==> config.mk <==
export PLATFORM = sky130hd
export DESIGN_NAME = orbit_camera_update_unit
export DESIGN_NICKNAME = d
export VERILOG_FILES = /design/src/rtl/ocu_pkg.sv /design/src/rtl/orbit_camera_update_unit.sv /design/src/rtl/ocu_mult.sv /design/src/rtl/ocu_cordic.sv
export SDC_FILE = /design/constraint.sdc
export NUM_CORES = 2
export LEC_CHECK = 0
export ABC_AREA = 0
export BUFFER_PORTS_ARGS = -buffer_cell sky130_fd_sc_hd__buf_2
export CAP_MARGIN = 30
export CELL_PAD_IN_SITES_DETAIL_PLACEMENT = 1
export CELL_PAD_IN_SITES_GLOBAL_PLACEMENT = 1
export CORE_MARGIN = 3
export CORE_UTILIZATION = 55
export DETAILED_ROUTE_END_ITERATION = 10
export GPL_TIMING_DRIVEN = 1
export HOLD_SLACK_MARGIN = 0.1
export PLACE_DENSITY_LB_ADDON = 0.2
export SYNTH_ARGS = -nofsm -noshare
export SYNTH_HDL_FRONTEND = slang
export SYNTH_SLANG_ARGS = --single-unit
==> constraint.sdc <==
create_clock -name clk_i -period 28.7 [get_ports clk_i]
set_input_delay 2.87 -clock clk_i [delete_from_list [all_inputs] [get_ports clk_i]]
set_output_delay 2.87 -clock clk_i [all_outputs]
set_load 0.1 [all_outputs]
==> src/rtl/ocu_pkg.sv <==
// Orbit camera update: shared types, register indexes, CORDIC constants and
// rounding helpers. No dependencies; imported by every module of the block.
`default_nettype none

package ocu_pkg;

  // Datapath widths
  localparam int XY_W       = 34;  // CORDIC x/y, signed Q2.30 with headroom
  localparam int Z_W        = 32;  // CORDIC residual angle, 2^32 per turn
  localparam int MUL_A_W    = 34;
  localparam int MUL_B_W    = 17;
  localparam int PROD_W     = MUL_A_W + MUL_B_W;
  localparam int TRIG_W     = 17;  // Q1.15 after quadrant fold, holds +32768
  localparam int CFG_IDX_W  = 3;
  localparam int CFG_DATA_W = 18;

  // Configuration register indexes
  localparam logic [CFG_IDX_W-1:0] CFG_DEAD_ZONE  = 3'd0;
  localparam logic [CFG_IDX_W-1:0] CFG_YAW_GAIN   = 3'd1;
  localparam logic [CFG_IDX_W-1:0] CFG_PITCH_GAIN = 3'd2;
  localparam logic [CFG_IDX_W-1:0] CFG_PITCH_MIN  = 3'd3;
  localparam logic [CFG_IDX_W-1:0] CFG_PITCH_MAX  = 3'd4;
  localparam logic [CFG_IDX_W-1:0] CFG_DOLLY_STEP = 3'd5;
  localparam logic [CFG_IDX_W-1:0] CFG_DIST_MIN   = 3'd6;
  localparam logic [CFG_IDX_W-1:0] CFG_DIST_MAX   = 3'd7;

  // Quadrant codes taken from the top two angle bits
  localparam logic [1:0] QUAD_0 = 2'd0;
  localparam logic [1:0] QUAD_1 = 2'd1;
  localparam logic [1:0] QUAD_2 = 2'd2;
  localparam logic [1:0] QUAD_3 = 2'd3;

  // CORDIC gain compensation, 0.60725293 in Q2.30
  localparam logic signed [XY_W-1:0] CORDIC_K = 34'sd652032874;

  localparam logic signed [PROD_W-1:0] SAT_HI = PROD_W'(32767);
  localparam logic signed [PROD_W-1:0] SAT_LO = -PROD_W'(32768);

  // Arctangent of 2^-i in 2^32-per-turn units
  function automatic logic [Z_W-1:0] atan_lut(input logic [4:0] idx);
    logic [Z_W-1:0] r;
    case (idx)
      5'd0:  r = 32'd536870912;
      5'd1:  r = 32'd316933406;
      5'd2:  r = 32'd167458907;
      5'd3:  r = 32'd85004756;
      5'd4:  r = 32'd42667331;
      5'd5:  r = 32'd21354465;
      5'd6:  r = 32'd10679838;
      5'd7:  r = 32'd5340245;
      5'd8:  r = 32'd2670163;
      5'd9:  r = 32'd1335087;
      5'd10: r = 32'd667544;
      5'd11: r = 32'd333772;
      5'd12: r = 32'd166886;
      5'd13: r = 32'd83443;
      5'd14: r = 32'd41722;
      5'd15: r = 32'd20861;
      5'd16: r = 32'd10430;
      5'd17: r = 32'd5215;
      5'd18: r = 32'd2608;
      5'd19: r = 32'd1304;
      5'd20: r = 32'd652;
      5'd21: r = 32'd326;
      5'd22: r = 32'd163;
      5'd23: r = 32'd81;
      default: r = '0;
    endcase
    return r;
  endfunction

  // Round half up by a floor shift, then saturate to 16-bit signed
  function automatic logic signed [15:0] rnd_sat16(input logic signed [PROD_W-1:0] v,
                                                   input int unsigned sh);
    logic signed [PROD_W-1:0] r;
    r = v + $signed(PROD_W'(1) << (sh - 1));
    r = r >>> sh;
    if (r > SAT_HI) begin
      return 16'sh7fff;
    end else if (r < SAT_LO) begin
      return -16'sh8000;
    end
    return r[15:0];
  endfunction

endpackage

`default_nettype wire

==> src/rtl/orbit_camera_update_unit.sv <==
// Orbit camera update: one item in, one eye point result out.
// An item runs from accept through two passes of the shared CORDIC unit (pitch,
// then yaw) and the multiply states to FIN, which loads the output register.
// A new item is taken only once the last has left FIN for idle; a result still
// waiting holds the next in FIN.
// Reset (async, active low): config registers and camera state to defaults.
`default_nettype none

module orbit_camera_update_unit import ocu_pkg::*; #(
  parameter int ANGLE_BITS   = 20,
  parameter int CORDIC_STEPS = 16
) (
  input  logic                  clk_i,
  input  logic                  rst_ni,
  // Configuration write channel
  input  logic                  cfg_valid_i,
  output logic                  cfg_ready_o,
  input  logic [CFG_IDX_W-1:0]  cfg_index_i,
  input  logic [CFG_DATA_W-1:0] cfg_data_i,
  // Input item channel
  input  logic                  in_valid_i,
  output logic                  in_ready_o,
  input  logic signed [7:0]     stick_x_i,
  input  logic signed [7:0]     stick_y_i,
  input  logic                  dolly_in_i,
  input  logic                  dolly_out_i,
  // Result item channel
  output logic                  out_valid_o,
  input  logic                  out_ready_i,
  output logic signed [15:0]    eye_x_o,
  output logic signed [15:0]    eye_y_o,
  output logic signed [15:0]    eye_z_o,
  output logic [19:0]           yaw_out_o,
  output logic [17:0]           pitch_out_o,
  output logic [14:0]           dist_out_o
);

  // Sequencer states
  localparam logic [3:0] ST_IDLE   = 4'd0;   // wait for an item
  localparam logic [3:0] ST_YAW    = 4'd1;   // multiply stick x by yaw gain
  localparam logic [3:0] ST_PITCH  = 4'd2;   // update yaw and distance, multiply pitch
  localparam logic [3:0] ST_PCLAMP = 4'd3;   // update and clamp pitch
  localparam logic [3:0] ST_CSP    = 4'd4;   // launch CORDIC on pitch
  localparam logic [3:0] ST_WAITP  = 4'd5;
  localparam logic [3:0] ST_CSY    = 4'd6;   // launch CORDIC on yaw
  localparam logic [3:0] ST_WAITY  = 4'd7;
  localparam logic [3:0] ST_MSP    = 4'd8;   // d * sin(p)
  localparam logic [3:0] ST_MCP    = 4'd9;   // d * cos(p), round eye y
  localparam logic [3:0] ST_MX     = 4'd10;  // dcp * sin(y)
  localparam logic [3:0] ST_MZ     = 4'd11;  // dcp * cos(y), round eye x
  localparam logic [3:0] ST_FIN    = 4'd12;  // round eye z, load output register

  localparam int YAW_RESET = 100138;

  // ---------------------------------------------------------------------------
  // Configuration registers: always ready, decoded by index
  // ---------------------------------------------------------------------------
  logic [6:0]  dead_zone_q;
  logic [11:0] yaw_gain_q, pitch_gain_q, dolly_step_q;
  logic [17:0] pitch_min_q, pitch_max_q;
  logic [14:0] dist_min_q, dist_max_q;

  assign cfg_ready_o = 1'b1;

  always_ff @(posedge clk_i or negedge rst_ni) begin
    if (!rst_ni) begin
      dead_zone_q  <= 7'd8;
      yaw_gain_q   <= 12'd250;
      pitch_gain_q <= 12'd200;
      pitch_min_q  <= 18'd8344;
      pitch_max_q  <= 18'd233634;
      dolly_step_q <= 12'd90;
      dist_min_q   <= 15'd3840;
      dist_max_q   <= 15'd23040;
    end else if (cfg_valid_i) begin
      unique case (cfg_index_i)
        CFG_DEAD_ZONE:  dead_zone_q  <= cfg_data_i[6:0];
        CFG_YAW_GAIN:   yaw_gain_q   <= cfg_data_i[11:0];
        CFG_PITCH_GAIN: pitch_gain_q <= cfg_data_i[11:0];
        CFG_PITCH_MIN:  pitch_min_q  <= cfg_data_i[17:0];
        CFG_PITCH_MAX:  pitch_max_q  <= cfg_data_i[17:0];
        CFG_DOLLY_STEP: dolly_step_q <= cfg_data_i[11:0];
        CFG_DIST_MIN:   dist_min_q   <= cfg_data_i[14:0];
        CFG_DIST_MAX:   dist_max_q   <= cfg_data_i[14:0];
        default: ;
      endcase
    end
  end

  // ---------------------------------------------------------------------------
  // Item capture and dead zone
  // ---------------------------------------------------------------------------
  logic [3:0]        state_q, state_d;
  logic signed [7:0] stick_x_q, stick_y_q, sx, sy;
  logic              dolly_in_q, dolly_out_q;
  logic [7:0]        mag_x, mag_y;
  logic              in_acc;

  assign in_ready_o = (state_q == ST_IDLE);
  assign in_acc     = in_valid_i && in_ready_o;

  always_ff @(posedge clk_i) begin
    if (in_acc) begin
      stick_x_q   <= stick_x_i;
      stick_y_q   <= stick_y_i;
      dolly_in_q  <= dolly_in_i;
      dolly_out_q <= dolly_out_i;
    end
  end

  // Magnitude is unsigned so that -128 reads as 128
  assign mag_x = stick_x_q[7] ? 8'(-stick_x_q) : stick_x_q;
  assign mag_y = stick_y_q[7] ? 8'(-stick_y_q) : stick_y_q;
  assign sx    = (mag_x < {1'b0, dead_zone_q}) ? '0 : stick_x_q;
  assign sy    = (mag_y < {1'b0, dead_zone_q}) ? '0 : stick_y_q;

  // ---------------------------------------------------------------------------
  // Shared multiplier and its operand select
  // ---------------------------------------------------------------------------
  logic                      mul_en;
  logic signed [MUL_A_W-1:0] mul_a;
  logic signed [MUL_B_W-1:0] mul_b;
  logic signed [PROD_W-1:0]  prod;
  logic signed [MUL_A_W-1:0] dcp_q;
  logic [14:0]               dist_q;
  logic signed [TRIG_W-1:0]  sp_q, cp_q, syt_q, cyt_q;

  always_comb begin
    mul_en = 1'b0;
    mul_a  = '0;
    mul_b  = '0;
    unique case (state_q)
      ST_YAW: begin
        mul_en = 1'b1;
        mul_a  = $signed({{(MUL_A_W-8){sx[7]}}, sx});
        mul_b  = $signed({5'b0, yaw_gain_q});
      end
      ST_PITCH: begin
        mul_en = 1'b1;
        mul_a  = $signed({{(MUL_A_W-8){sy[7]}}, sy});
        mul_b  = $signed({5'b0, pitch_gain_q});
      end
      ST_MSP: begin
        mul_en = 1'b1;
        mul_a  = $signed({{(MUL_A_W-15){1'b0}}, dist_q});
        mul_b  = sp_q;
      end
      ST_MCP: begin
        mul_en = 1'b1;
        mul_a  = $signed({{(MUL_A_W-15){1'b0}}, dist_q});
        mul_b  = cp_q;
      end
      ST_MX: begin
        // d*cos(p) is taken straight from the product register
        mul_en = 1'b1;
        mul_a  = prod[MUL_A_W-1:0];
        mul_b  = syt_q;
      end
      ST_MZ: begin
        mul_en = 1'b1;
        mul_a  = dcp_q;
        mul_b  = cyt_q;
      end
      default: ;
    endcase
  end

  ocu_mult u_mult (
    .clk_i  (clk_i),
    .rst_ni (rst_ni),
    .en_i   (mul_en),
    .a_i    (mul_a),
    .b_i    (mul_b),
    .prod_o (prod)
  );

  // ---------------------------------------------------------------------------
  // Shared CORDIC: pitch first, then yaw
  // ---------------------------------------------------------------------------
  logic                     cord_start, cord_done;
  logic [ANGLE_BITS-1:0]    cord_angle;
  logic signed [TRIG_W-1:0] cord_sin, cord_cos;
  logic [ANGLE_BITS-1:0]    yaw_q;
  logic [17:0]              pitch_q;

  assign cord_start = (state_q == ST_CSP) || (state_q == ST_CSY);
  // Pitch is taken modulo the angle range
  assign cord_angle = (state_q == ST_CSY) ? yaw_q : ANGLE_BITS'(pitch_q);

  ocu_cordic #(
    .ANGLE_BITS   (ANGLE_BITS),
    .CORDIC_STEPS (CORDIC_STEPS)
  ) u_cordic (
    .clk_i   (clk_i),
    .rst_ni  (rst_ni),
    .start_i (cord_start),
    .angle_i (cord_angle),
    .done_o  (cord_done),
    .sin_o   (cord_sin),
    .cos_o   (cord_cos)
  );

  // ---------------------------------------------------------------------------
  // Camera state update
  // ---------------------------------------------------------------------------
  logic signed [20:0] p_sum, p_clamp;
  logic signed [16:0] d_sum, d_clamp;

  // Pitch: minimum clamp first, maximum second so max wins on crossed limits
  always_comb begin
    p_sum   = $signed({3'b0, pitch_q}) + $signed(prod[20:0]);
    p_clamp = p_sum;
    if (p_clamp < $signed({3'b0, pitch_min_q})) begin
      p_clamp = $signed({3'b0, pitch_min_q});
    end
    if (p_clamp > $signed({3'b0, pitch_max_q})) begin
      p_clamp = $signed({3'b0, pitch_max_q});
    end
  end

  // Distance: both buttons cancel, then the same clamp order
  always_comb begin
    d_sum = $signed({2'b0, dist_q});
    if (dolly_in_q) begin
      d_sum = d_sum - $signed({5'b0, dolly_step_q});
    end
    if (dolly_out_q) begin
      d_sum = d_sum + $signed({5'b0, dolly_step_q});
    end
    d_clamp = d_sum;
    if (d_clamp < $signed({2'b0, dist_min_q})) begin
      d_clamp = $signed({2'b0, dist_min_q});
    end
    if (d_clamp > $signed({2'b0, dist_max_q})) begin
      d_clamp = $signed({2'b0, dist_max_q});
    end
  end

  always_ff @(posedge clk_i or negedge rst_ni) begin
    if (!rst_ni) begin
      yaw_q   <= ANGLE_BITS'(YAW_RESET);
      pitch_q <= 18'd66759;
      dist_q  <= 15'd11520;
    end else begin
      if (state_q == ST_PITCH) begin
        // Yaw wraps by dropping the carry out of the angle width
        yaw_q  <= yaw_q + prod[ANGLE_BITS-1:0];
        dist_q <= d_clamp[14:0];
      end
      if (state_q == ST_PCLAMP) begin
        pitch_q <= p_clamp[17:0];
      end
    end
  end

  // ---------------------------------------------------------------------------
  // Trig capture and eye staging
  // ---------------------------------------------------------------------------
  logic signed [15:0] eye_x_q, eye_y_q;

  always_ff @(posedge clk_i) begin
    if (state_q == ST_WAITP && cord_done) begin
      sp_q <= cord_sin;
      cp_q <= cord_cos;
    end
    if (state_q == ST_WAITY && cord_done) begin
      syt_q <= cord_sin;
      cyt_q <= cord_cos;
    end
    if (state_q == ST_MCP) begin
      eye_y_q <= rnd_sat16(prod, 15);
    end
    if (state_q == ST_MX) begin
      dcp_q <= prod[MUL_A_W-1:0];
    end
    if (state_q == ST_MZ) begin
      eye_x_q <= rnd_sat16(prod, 30);
    end
  end

  // ---------------------------------------------------------------------------
  // Output register: holds a finished result while the next item runs
  // ---------------------------------------------------------------------------
  logic               out_valid_q;
  logic               out_load;
  logic signed [15:0] eye_x_out_q, eye_y_out_q, eye_z_out_q;
  logic [19:0]        yaw_out_q;
  logic [17:0]        pitch_out_q;
  logic [14:0]        dist_out_q;

  assign out_load = (state_q == ST_FIN) && (!out_valid_q || out_ready_i);

  always_ff @(posedge clk_i or negedge rst_ni) begin
    if (!rst_ni) begin
      out_valid_q <= 1'b0;
    end else if (out_load) begin
      out_valid_q <= 1'b1;
    end else if (out_ready_i) begin
      out_valid_q <= 1'b0;
    end
  end

  always_ff @(posedge clk_i) begin
    if (out_load) begin
      eye_x_out_q <= eye_x_q;
      eye_y_out_q <= eye_y_q;
      eye_z_out_q <= rnd_sat16(prod, 30);
      yaw_out_q   <= 20'(yaw_q);
      pitch_out_q <= pitch_q;
      dist_out_q  <= dist_q;
    end
  end

  assign out_valid_o = out_valid_q;
  assign eye_x_o     = eye_x_out_q;
  assign eye_y_o     = eye_y_out_q;
  assign eye_z_o     = eye_z_out_q;
  assign yaw_out_o   = yaw_out_q;
  assign pitch_out_o = pitch_out_q;
  assign dist_out_o  = dist_out_q;

  // ---------------------------------------------------------------------------
  // Sequencer
  // ---------------------------------------------------------------------------
  always_comb begin
    state_d = state_q;
    unique case (state_q)
      ST_IDLE:   if (in_acc) state_d = ST_YAW;
      ST_YAW:    state_d = ST_PITCH;
      ST_PITCH:  state_d = ST_PCLAMP;
      ST_PCLAMP: state_d = ST_CSP;
      ST_CSP:    state_d = ST_WAITP;
      ST_WAITP:  if (cord_done) state_d = ST_CSY;
      ST_CSY:    state_d = ST_WAITY;
      ST_WAITY:  if (cord_done) state_d = ST_MSP;
      ST_MSP:    state_d = ST_MCP;
      ST_MCP:    state_d = ST_MX;
      ST_MX:     state_d = ST_MZ;
      ST_MZ:     state_d = ST_FIN;
      ST_FIN:    if (out_load) state_d = ST_IDLE;  // hold until the slot frees
      default:   state_d = ST_IDLE;
    endcase
  end

  always_ff @(posedge clk_i or negedge rst_ni) begin
    if (!rst_ni) begin
      state_q <= ST_IDLE;
    end else begin
      state_q <= state_d;
    end
  end

  // ---------------------------------------------------------------------------
  // Assertions
  // ---------------------------------------------------------------------------
  a_accept_starts : assert property (@(posedge clk_i) disable iff (!rst_ni)
    in_acc |=> state_q == ST_YAW)
    else $error("accepted item did not start the sequence");

  a_cordic_done_expected : assert property (@(posedge clk_i) disable iff (!rst_ni)
    cord_done |-> (state_q == ST_WAITP || state_q == ST_WAITY))
    else $error("CORDIC finished outside a wait state");

  a_fin_loads_output : assert property (@(posedge clk_i) disable iff (!rst_ni)
    out_load |=> out_valid_o && state_q == ST_IDLE)
    else $error("finished item was not placed in the output register");

endmodule

`default_nettype wire

==> src/rtl/ocu_mult.sv <==
// Shared signed multiplier with registered product for the orbit camera update.
// Depends on ocu_pkg for operand and product widths.
`default_nettype none

module ocu_mult import ocu_pkg::*; (
  input  logic                      clk_i,
  input  logic                      rst_ni,
  input  logic                      en_i,
  input  logic signed [MUL_A_W-1:0] a_i,
  input  logic signed [MUL_B_W-1:0] b_i,
  output logic signed [PROD_W-1:0]  prod_o
);

  logic signed [PROD_W-1:0] prod_q;
  logic                     vld_q;

  // Track whether the product register has ever been loaded
  always_ff @(posedge clk_i or negedge rst_ni) begin
    if (!rst_ni) begin
      vld_q <= 1'b0;
    end else if (en_i) begin
      vld_q <= 1'b1;
    end
  end

  // Hold the product between uses
  always_ff @(posedge clk_i) begin
    if (en_i) begin
      prod_q <= a_i * b_i;
    end
  end

  assign prod_o = vld_q ? prod_q : '0;

endmodule

`default_nettype wire

==> src/rtl/ocu_cordic.sv <==
// Iterative rotation-mode CORDIC: one micro-rotation per cycle, then a registered
// rounding and quadrant-fold step. Depends on ocu_pkg (tables, rounding).
`default_nettype none

module ocu_cordic import ocu_pkg::*; #(
  parameter int ANGLE_BITS   = 20,
  parameter int CORDIC_STEPS = 16
) (
  input  logic                     clk_i,
  input  logic                     rst_ni,
  input  logic                     start_i,
  input  logic [ANGLE_BITS-1:0]    angle_i,
  output logic                     done_o,
  output logic signed [TRIG_W-1:0] sin_o,
  output logic signed [TRIG_W-1:0] cos_o
);

  localparam int CNT_W = $clog2(CORDIC_STEPS);
  localparam int PAD_W = Z_W - ANGLE_BITS;
  localparam logic [CNT_W-1:0] LAST_STEP = CNT_W'(CORDIC_STEPS - 1);

  logic                     busy_q, fin_q, done_q;
  logic [CNT_W-1:0]         cnt_q;
  logic [1:0]               quad_q;
  logic signed [XY_W-1:0]   x_q, y_q, x_sh, y_sh;
  logic signed [Z_W-1:0]    z_q, atan_s, z_init;
  logic signed [15:0]       s16, c16;
  logic signed [TRIG_W-1:0] s17, c17, sin_q, cos_q;
  logic                     last;

  assign last   = (cnt_q == LAST_STEP);
  assign x_sh   = x_q >>> cnt_q;
  assign y_sh   = y_q >>> cnt_q;
  assign atan_s = $signed(atan_lut(5'(cnt_q)));
  assign z_init = $signed({2'b00, angle_i[ANGLE_BITS-3:0], {PAD_W{1'b0}}});

  assign s16 = rnd_sat16($signed({{(PROD_W-XY_W){y_q[XY_W-1]}}, y_q}), 15);
  assign c16 = rnd_sat16($signed({{(PROD_W-XY_W){x_q[XY_W-1]}}, x_q}), 15);
  assign s17 = $signed({s16[15], s16});
  assign c17 = $signed({c16[15], c16});

  always_ff @(posedge clk_i or negedge rst_ni) begin
    if (!rst_ni) begin
      busy_q <= 1'b0;
      fin_q  <= 1'b0;
      done_q <= 1'b0;
      cnt_q  <= '0;
    end else begin
      fin_q  <= busy_q && last;
      done_q <= fin_q;
      if (start_i) begin
        busy_q <= 1'b1;
        cnt_q  <= '0;
      end else if (busy_q) begin
        if (last) begin
          busy_q <= 1'b0;
        end else begin
          cnt_q <= cnt_q + 1'b1;
        end
      end
    end
  end

  always_ff @(posedge clk_i) begin
    if (start_i) begin
      x_q    <= CORDIC_K;
      y_q    <= '0;
      z_q    <= z_init;
      quad_q <= angle_i[ANGLE_BITS-1:ANGLE_BITS-2];
    end else if (busy_q) begin
      // Rotate toward zero residual angle
      if (!z_q[Z_W-1]) begin
        x_q <= x_q - y_sh;
        y_q <= y_q + x_sh;
        z_q <= z_q - atan_s;
      end else begin
        x_q <= x_q + y_sh;
        y_q <= y_q - x_sh;
        z_q <= z_q + atan_s;
      end
    end
    if (fin_q) begin
      case (quad_q)
        QUAD_0: begin sin_q <= s17;  cos_q <= c17;  end
        QUAD_1: begin sin_q <= c17;  cos_q <= -s17; end
        QUAD_2: begin sin_q <= -s17; cos_q <= -c17; end
        default: begin sin_q <= -c17; cos_q <= s17; end
      endcase
    end
  end

  assign done_o = done_q;
  assign sin_o  = sin_q;
  assign cos_o  = cos_q;

endmodule

`default_nettype wire

## Word-level counts from Yosys, hierarchy flattened

Memories as Yosys holds them, arrays and structs flattened.
Cells that the tools add are included.

- Output and inout bits: 104
- Register bits after elaboration: 615
- Memory bits (read-only): 480
- Input bits: 44
- Memories: 1
- Word-level logic and storage cells: 191

Memories:

| memory | words | bits a word | rd ports | clocked after memory_dff | write ports | RTL line | text |
|---|---|---|---|---|---|---|---|
| (no name shown) | 16 | 30 | 1 | 0 | 0 | ocu_pkg.sv:42 | `case (idx)` |

- Magnitude comparators: 14
- Equal/unequal tests: 27
- Shifts and indexed selects: 2
- Multiply operators: 1
- $add $sub $neg: 19
- Muxes and demuxes: 59
- Reduce and logical (&&, ||, !) cells: 25

Operators with widths:

| kind | count |
|---|---|
| 16-bit 2-to-1 mux | 13 |
| 34-bit case mux with 5 select lines | 1 |
| 17-bit case mux with 3 select lines | 2 |
| 17-bit case mux with 6 select lines | 1 |
| 34-bit by 16-bit adder with 35-bit output (second input constant) | 2 |
| 34-bit adder | 2 |
| 34-bit 2-to-1 mux | 2 |
| 34-bit by 4-bit >>> shifter with 34-bit output | 2 |
| 34-bit subtractor | 2 |
| 30-bit 2-to-1 mux | 2 |
| 4-bit case mux with 13 select lines | 1 |
| 51-bit by 16-bit adder with 51-bit output (second input constant) | 1 |
| 51-bit by 31-bit adder with 51-bit output (second input constant) | 1 |
| 34-bit by 17-bit multiplier with 51-bit output | 1 |
| 17-bit 2-to-1 mux | 3 |
| 51-bit 2-to-1 mux | 1 |
| 20-bit by 16-bit > comparator with 1-bit output (second input constant) | 2 |
| 20-bit by 16-bit < comparator with 1-bit output (second input constant) | 2 |
| 36-bit by 16-bit > comparator with 1-bit output (second input constant) | 1 |
| 36-bit by 16-bit < comparator with 1-bit output (second input constant) | 1 |
| 18-bit 2-to-1 mux | 2 |
| 16-bit negator with 17-bit output | 2 |
| 32-bit adder | 1 |
| 32-bit 2-to-1 mux | 1 |
| other kinds (41) | 98 |

## Logic depth before layout (Yosys ltp)

- Word-level depth: 8
- Depth in mapped cells: 43
- Gate-level depth less buffers: 39

## Hierarchy

Synthesis repeated with hierarchy kept, for this count alone.

- Cells, all modules: 6810
- Area, all modules: 64463.1 um2

By module, submodules not included:

| module | instances | cells an instance | sequential area each (um2) | area each (um2) |
|---|---|---|---|---|
| orbit_camera_update_unit | 1 | 1973 | 11841.4 | 22609.2 |
| ocu_mult | 1 | 2343 | 1556.5 | 21769.6 |
| ocu_cordic | 1 | 2494 | 3438.3 | 20084.3 |

## Worst setup path before layout

Ideal clock, no wire load.

- Kind: reg2reg
- Start: register stick_x_q[1]
- End: register u_mult.prod_q[49] (data pin)
- Period minus slack after synthesis: 9434 ps
- Setup time: 258 ps
- Data arrival time: 9176 ps
- Slack: 19266 ps
- Buffers on the path: 2
- Cell stages (with the launch flop): 40
- Required time: 28442 ps
- Path through: edfxtp_1 -> inv_1 -> ha_1 -> nand2_1 -> o21ai_0 -> ha_1 -> a21o_1 -> a21o_1 -> a21o_1 -> a21oi_1 -> nor2b_1 -> o21ai_0 -> a21boi_1 -> a22o_1 -> clkbuf_1 -> clkbuf_1 -> a211oi_1 -> nor2_1 -> (+4 left out) -> fa_1 -> fa_1 -> fa_1 -> inv_1 -> fa_1 -> inv_1 -> ha_1 -> a211oi_1 -> nand2_1 -> or3_1 -> a21oi_1 -> o21ai_0 -> o21ai_0 -> o21ai_1 -> a2111o_1 -> a41o_1 -> a21oi_1 -> xnor2_1

- Cells in the longest elaborated chain, start to end: 6

RTL lines:

| item | RTL line | text |
|---|---|---|
| from (decl) | orbit_camera_update_unit.sv:94 | `logic signed [7:0] stick_x_q, stick_y_q, sx, sy;` |
| from (signal assigned) | orbit_camera_update_unit.sv:104 | `stick_x_q <= stick_x_i;` |
| 8-bit negator | orbit_camera_update_unit.sv:112 | `assign mag_x = stick_x_q[7] ? 8'(-stick_x_q) : stick_x_q;` |
| 8-bit 2-to-1 mux | orbit_camera_update_unit.sv:112 |  |
| 8-bit by 7-bit < comparator with 1-bit output | orbit_camera_update_unit.sv:114 | `assign sx = (mag_x < {1'b0, dead_zone_q}) ? '0 : stick_x_q;` |
| 8-bit 2-to-1 mux (*) | orbit_camera_update_unit.sv:114 |  |
| 34-bit case mux with 5 select lines (*) | orbit_camera_update_unit.sv:132 | `unique case (state_q)` |
| 34-bit by 17-bit multiplier with 51-bit output (*) | ocu_mult.sv:29 | `prod_q <= a_i * b_i;` |
| to (signal assigned) | ocu_mult.sv:29 |  |
| to (decl) | ocu_mult.sv:14 | `logic signed [PROD_W-1:0] prod_q;` |

Mark *: on every way between the ends. The rest lies on a longest branch, timed or not.
A chain may end at the register's enable or synchronous reset.

## Worst setup path in the final report

- Start: register stick_x_q[1]
- End: register u_mult.prod_q[50] (data pin)

The elaborated chain is that of the path after synthesis.

==> results.cfg <==
[timing]
setup-tns-final_ns = 0
max_freq_mhz = 89.7
rsz0062_at_grt = no
period_share = 0.388
hold_viol_final = 0
setup_violations = 0
whs_ns = 0.418
max_slew_margin = 0.251
fin_crit_ns = 11.14
tightestPinTransition_ns = 1.12
slew_violations = 0
skew_ns = 0.0332

[critical_path]
startpoint_type = flip-flop
crit_type = flip-flop to flip-flop
worstPathRequired_ns = 29.07
critPathMaxStageDelay_ns = 0.85
worstPathMaxFanout = 54
cp-end-kind = flip-flop
crit_arrival_ns = 11.51
slowest_stage = a211oi_2
critical_path.most_common_cell = fa_1

[cts]
cts_setup_buffers = 0
clockBufferDepth = 3
cts_root_buf = clkbuf_16
insertion_delay_ns = 0.68
cts_hold_buffers = 0
cts_resized = 0
htreeDepth = 3
clk_pin_slew_ns = 0.07
clock_sinks = 615
cts_made_buffers = 73
tritoncts = built

[floorplan]
die_area_mm2 = 0.117
initial_core_util = 0.558
design.core.area_mm2 = 0.111
rows = 122
io_pins = 148
die_x_um = 342
die-height_um = 342

[synth]
async_flop_share = 0.285
ys_ff_latch = 615
synthesis.nets = 7654
ys_warn_count = 0
synth_ff_type = edfxtp_1
syn_inst = 6681
netlist_area_mm2 = 0.0622
yosysUniqueCellTypes = 97
avgSynthCellArea_um2 = 9.31
yosysSeqAreaShare = 0.271
synth-edff-count = 358
synth_area_leaders = fa_1, edfxtp_1, ha_1
synthDominantCellAreaShare = 0.180
synth_top_cell_by_area = fa_1

[power]
p_seq_frac = 0.186
pwr-share-clk = 0.116
swShare = 0.505
peakVddDrop_v = 0.000149
switching_power_mw = 4.24
internal-power_mw = 4.15
comb_power_share = 0.698
power.leakage_nw = 29.6
fin_total_pwr_mw = 8.39
powerDensity_mw_per_mm2 = 125

[grt]
grt_start_max_net_pins = 87
grt_usage = 0.366
use_met3 = 0.0719
grt_pass1_wl_um = 332000
grt-ovfl-total = 0
antenna_found_initial = 4
met1_usage = 0.461
grt_pass1_vias = 56500
grtUsageMet2 = 0.601
gr-max-usage-layer = met2

[place]
post-dp-hpwl_um = 163000
gp_congestion = 0.952
placement.io_buffers = 146
dpl.cell_count = 8067

[routing]
wl_per_cell_um = 26.1
via_count = 52200
wirelength_um = 215000
post_drt_via_cell_ratio = 6.36
drtIter0Drc = 4419
drc = 0
dr.pass1.iters = 5
ant_nets = 0

[layout]
stdcell_count = 8208
fin_util = 0.601
area_growth_pct = 7.65
nNetsFinal = 7633
drive_gt1_frac = 0.107

[worst_hold_path]
hp-class = flip-flop to flip-flop

[outcome]
status = completed

[flow_run]
max_cap_violations = 0
-- per-stage QoR --
step	setup slack, ns	cell area (µm²)
4_1_cts	17.70	66900
3_3_place_gp	18.19	64400
6_report	17.56	67000
2_1_floorplan	19.27	62200
3_5_place_dp	17.84	64400
5_1_grt	16.99	67000
-- layout make-up --
type                    instances  area, µm²
well taps                    1488       1860
clock buffers                  88       1920
diodes                          2       5.00
clock inverters                45        526
flip-flops and latches        615      16900
repair buffers                253       1610
fillers                     12600      44400
multi-input cells            4957      41400
inverters                     760       2850
-- cell families after synthesis --
logic type / synth area share
flip-flops: 0.271
XOR/XNOR: 0.0528
adder cells (fa/ha/maj): 0.254
buffers and inverters: 0.0680
AO/OA/AOI/OAI: 0.135
multiplexers: 0.0757
other: 0.0000603
AND/OR/NAND/NOR: 0.143
-- worst paths after layout --
check	cells past startpoint	slack (ns)	end	from
setup / recovery	38	17.56	u_mult.prod_q[50]$_DFFE_PP_	stick_x_q[1]$_DFFE_PP_
hold / removal	0	0.42	eye_x_o[0]$_DFFE_PP_	eye_x_q[0]$_DFFE_PP_
setup reg to reg	38	17.56	u_mult.prod_q[50]$_DFFE_PP_	stick_x_q[1]$_DFFE_PP_
hold reg to reg	0	0.42	eye_x_o[0]$_DFFE_PP_	eye_x_q[0]$_DFFE_PP_
max in group asynchronous	2	25.35	dist_q[0]$_DFFE_PN0P_	rst_ni
min in group asynchronous	1	2.14	pitch_max_q[4]$_DFFE_PN0P_	rst_ni
-- critical path, delay by kind of cell, from the launching register on --
family	cells	cell delay [ns]
AO/OA/AOI/OAI	16	4.63
XOR/XNOR	1	0.12
adder cells (fa/ha/maj)	9	4.06
buffers and inverters	6	0.63
flip-flops	1	0.44
AND/OR/NAND/NOR	6	0.92
-- cells in the mapped netlist, types with 84 or more instances --
cell,count
mux2i_1,158
edfxtp_1,358
a21oi_1,313
inv_1,753
o21ai_0,345
clkbuf_1,275
a21o_1,99
dfrtp_1,123
xnor2_1,259
nand2b_1,84
nor2_1,624
ha_1,371
nand3_1,113
mux2_2,150
nand2_1,700
xor2_1,116
fa_1,558
-- registers in the layout, summed over array words and instances, names as in the netlist, 17 cells and up --
register and flops:
pitch_min_q 18, pitch_out_o 18, pitch_max_q 18, syt_q 17, u_cordic.x_q 34, u_cordic.y_q 34
u_cordic.cos_o 17, cp_q 17, dcp_q 34, cyt_q 17, u_cordic.z_q 32, u_mult.prod_q 51
u_cordic.sin_o 17, yaw_q 20, pitch_q 18, yaw_out_o 20, sp_q 17
-- routing by layer --
layer | vias to the layer above | wire (µm)
met5 | - | 61
met4 | 6 | 12300
met3 | 617 | 16700
met2 | 2269 | 101000
met1 | 26500 | 84000
li1 | 22800 | -
-- power by group through the flow --
stage          logic [mW]  clock network (mW)  registers, mW
2_1_floorplan        4.41                   0           1.33
3_3_place_gp         5.43                   0           1.54
3_5_place_dp         5.69                   0           1.56
4_1_cts              5.77               0.982           1.54
5_1_grt              6.44                1.02           1.57
6_report             5.86               0.973           1.56
-- cells in the final DEF, fill, tap and decap left out, types with 118 or more instances in the layout --
cell type  synthesis  routed
nand2_1          700     698
nor2_1           624     617
ha_1             371     371
mux2_2           150     150
a21oi_1          313     312
dfrtp_1          123     118
buf_2             27     147
mux2i_1          158     158
xnor2_1          259     259
edfxtp_1         358     358
fa_1             558     558
inv_1            753     751
o21ai_0          345     345
Power figures use the tool's default switching activity.
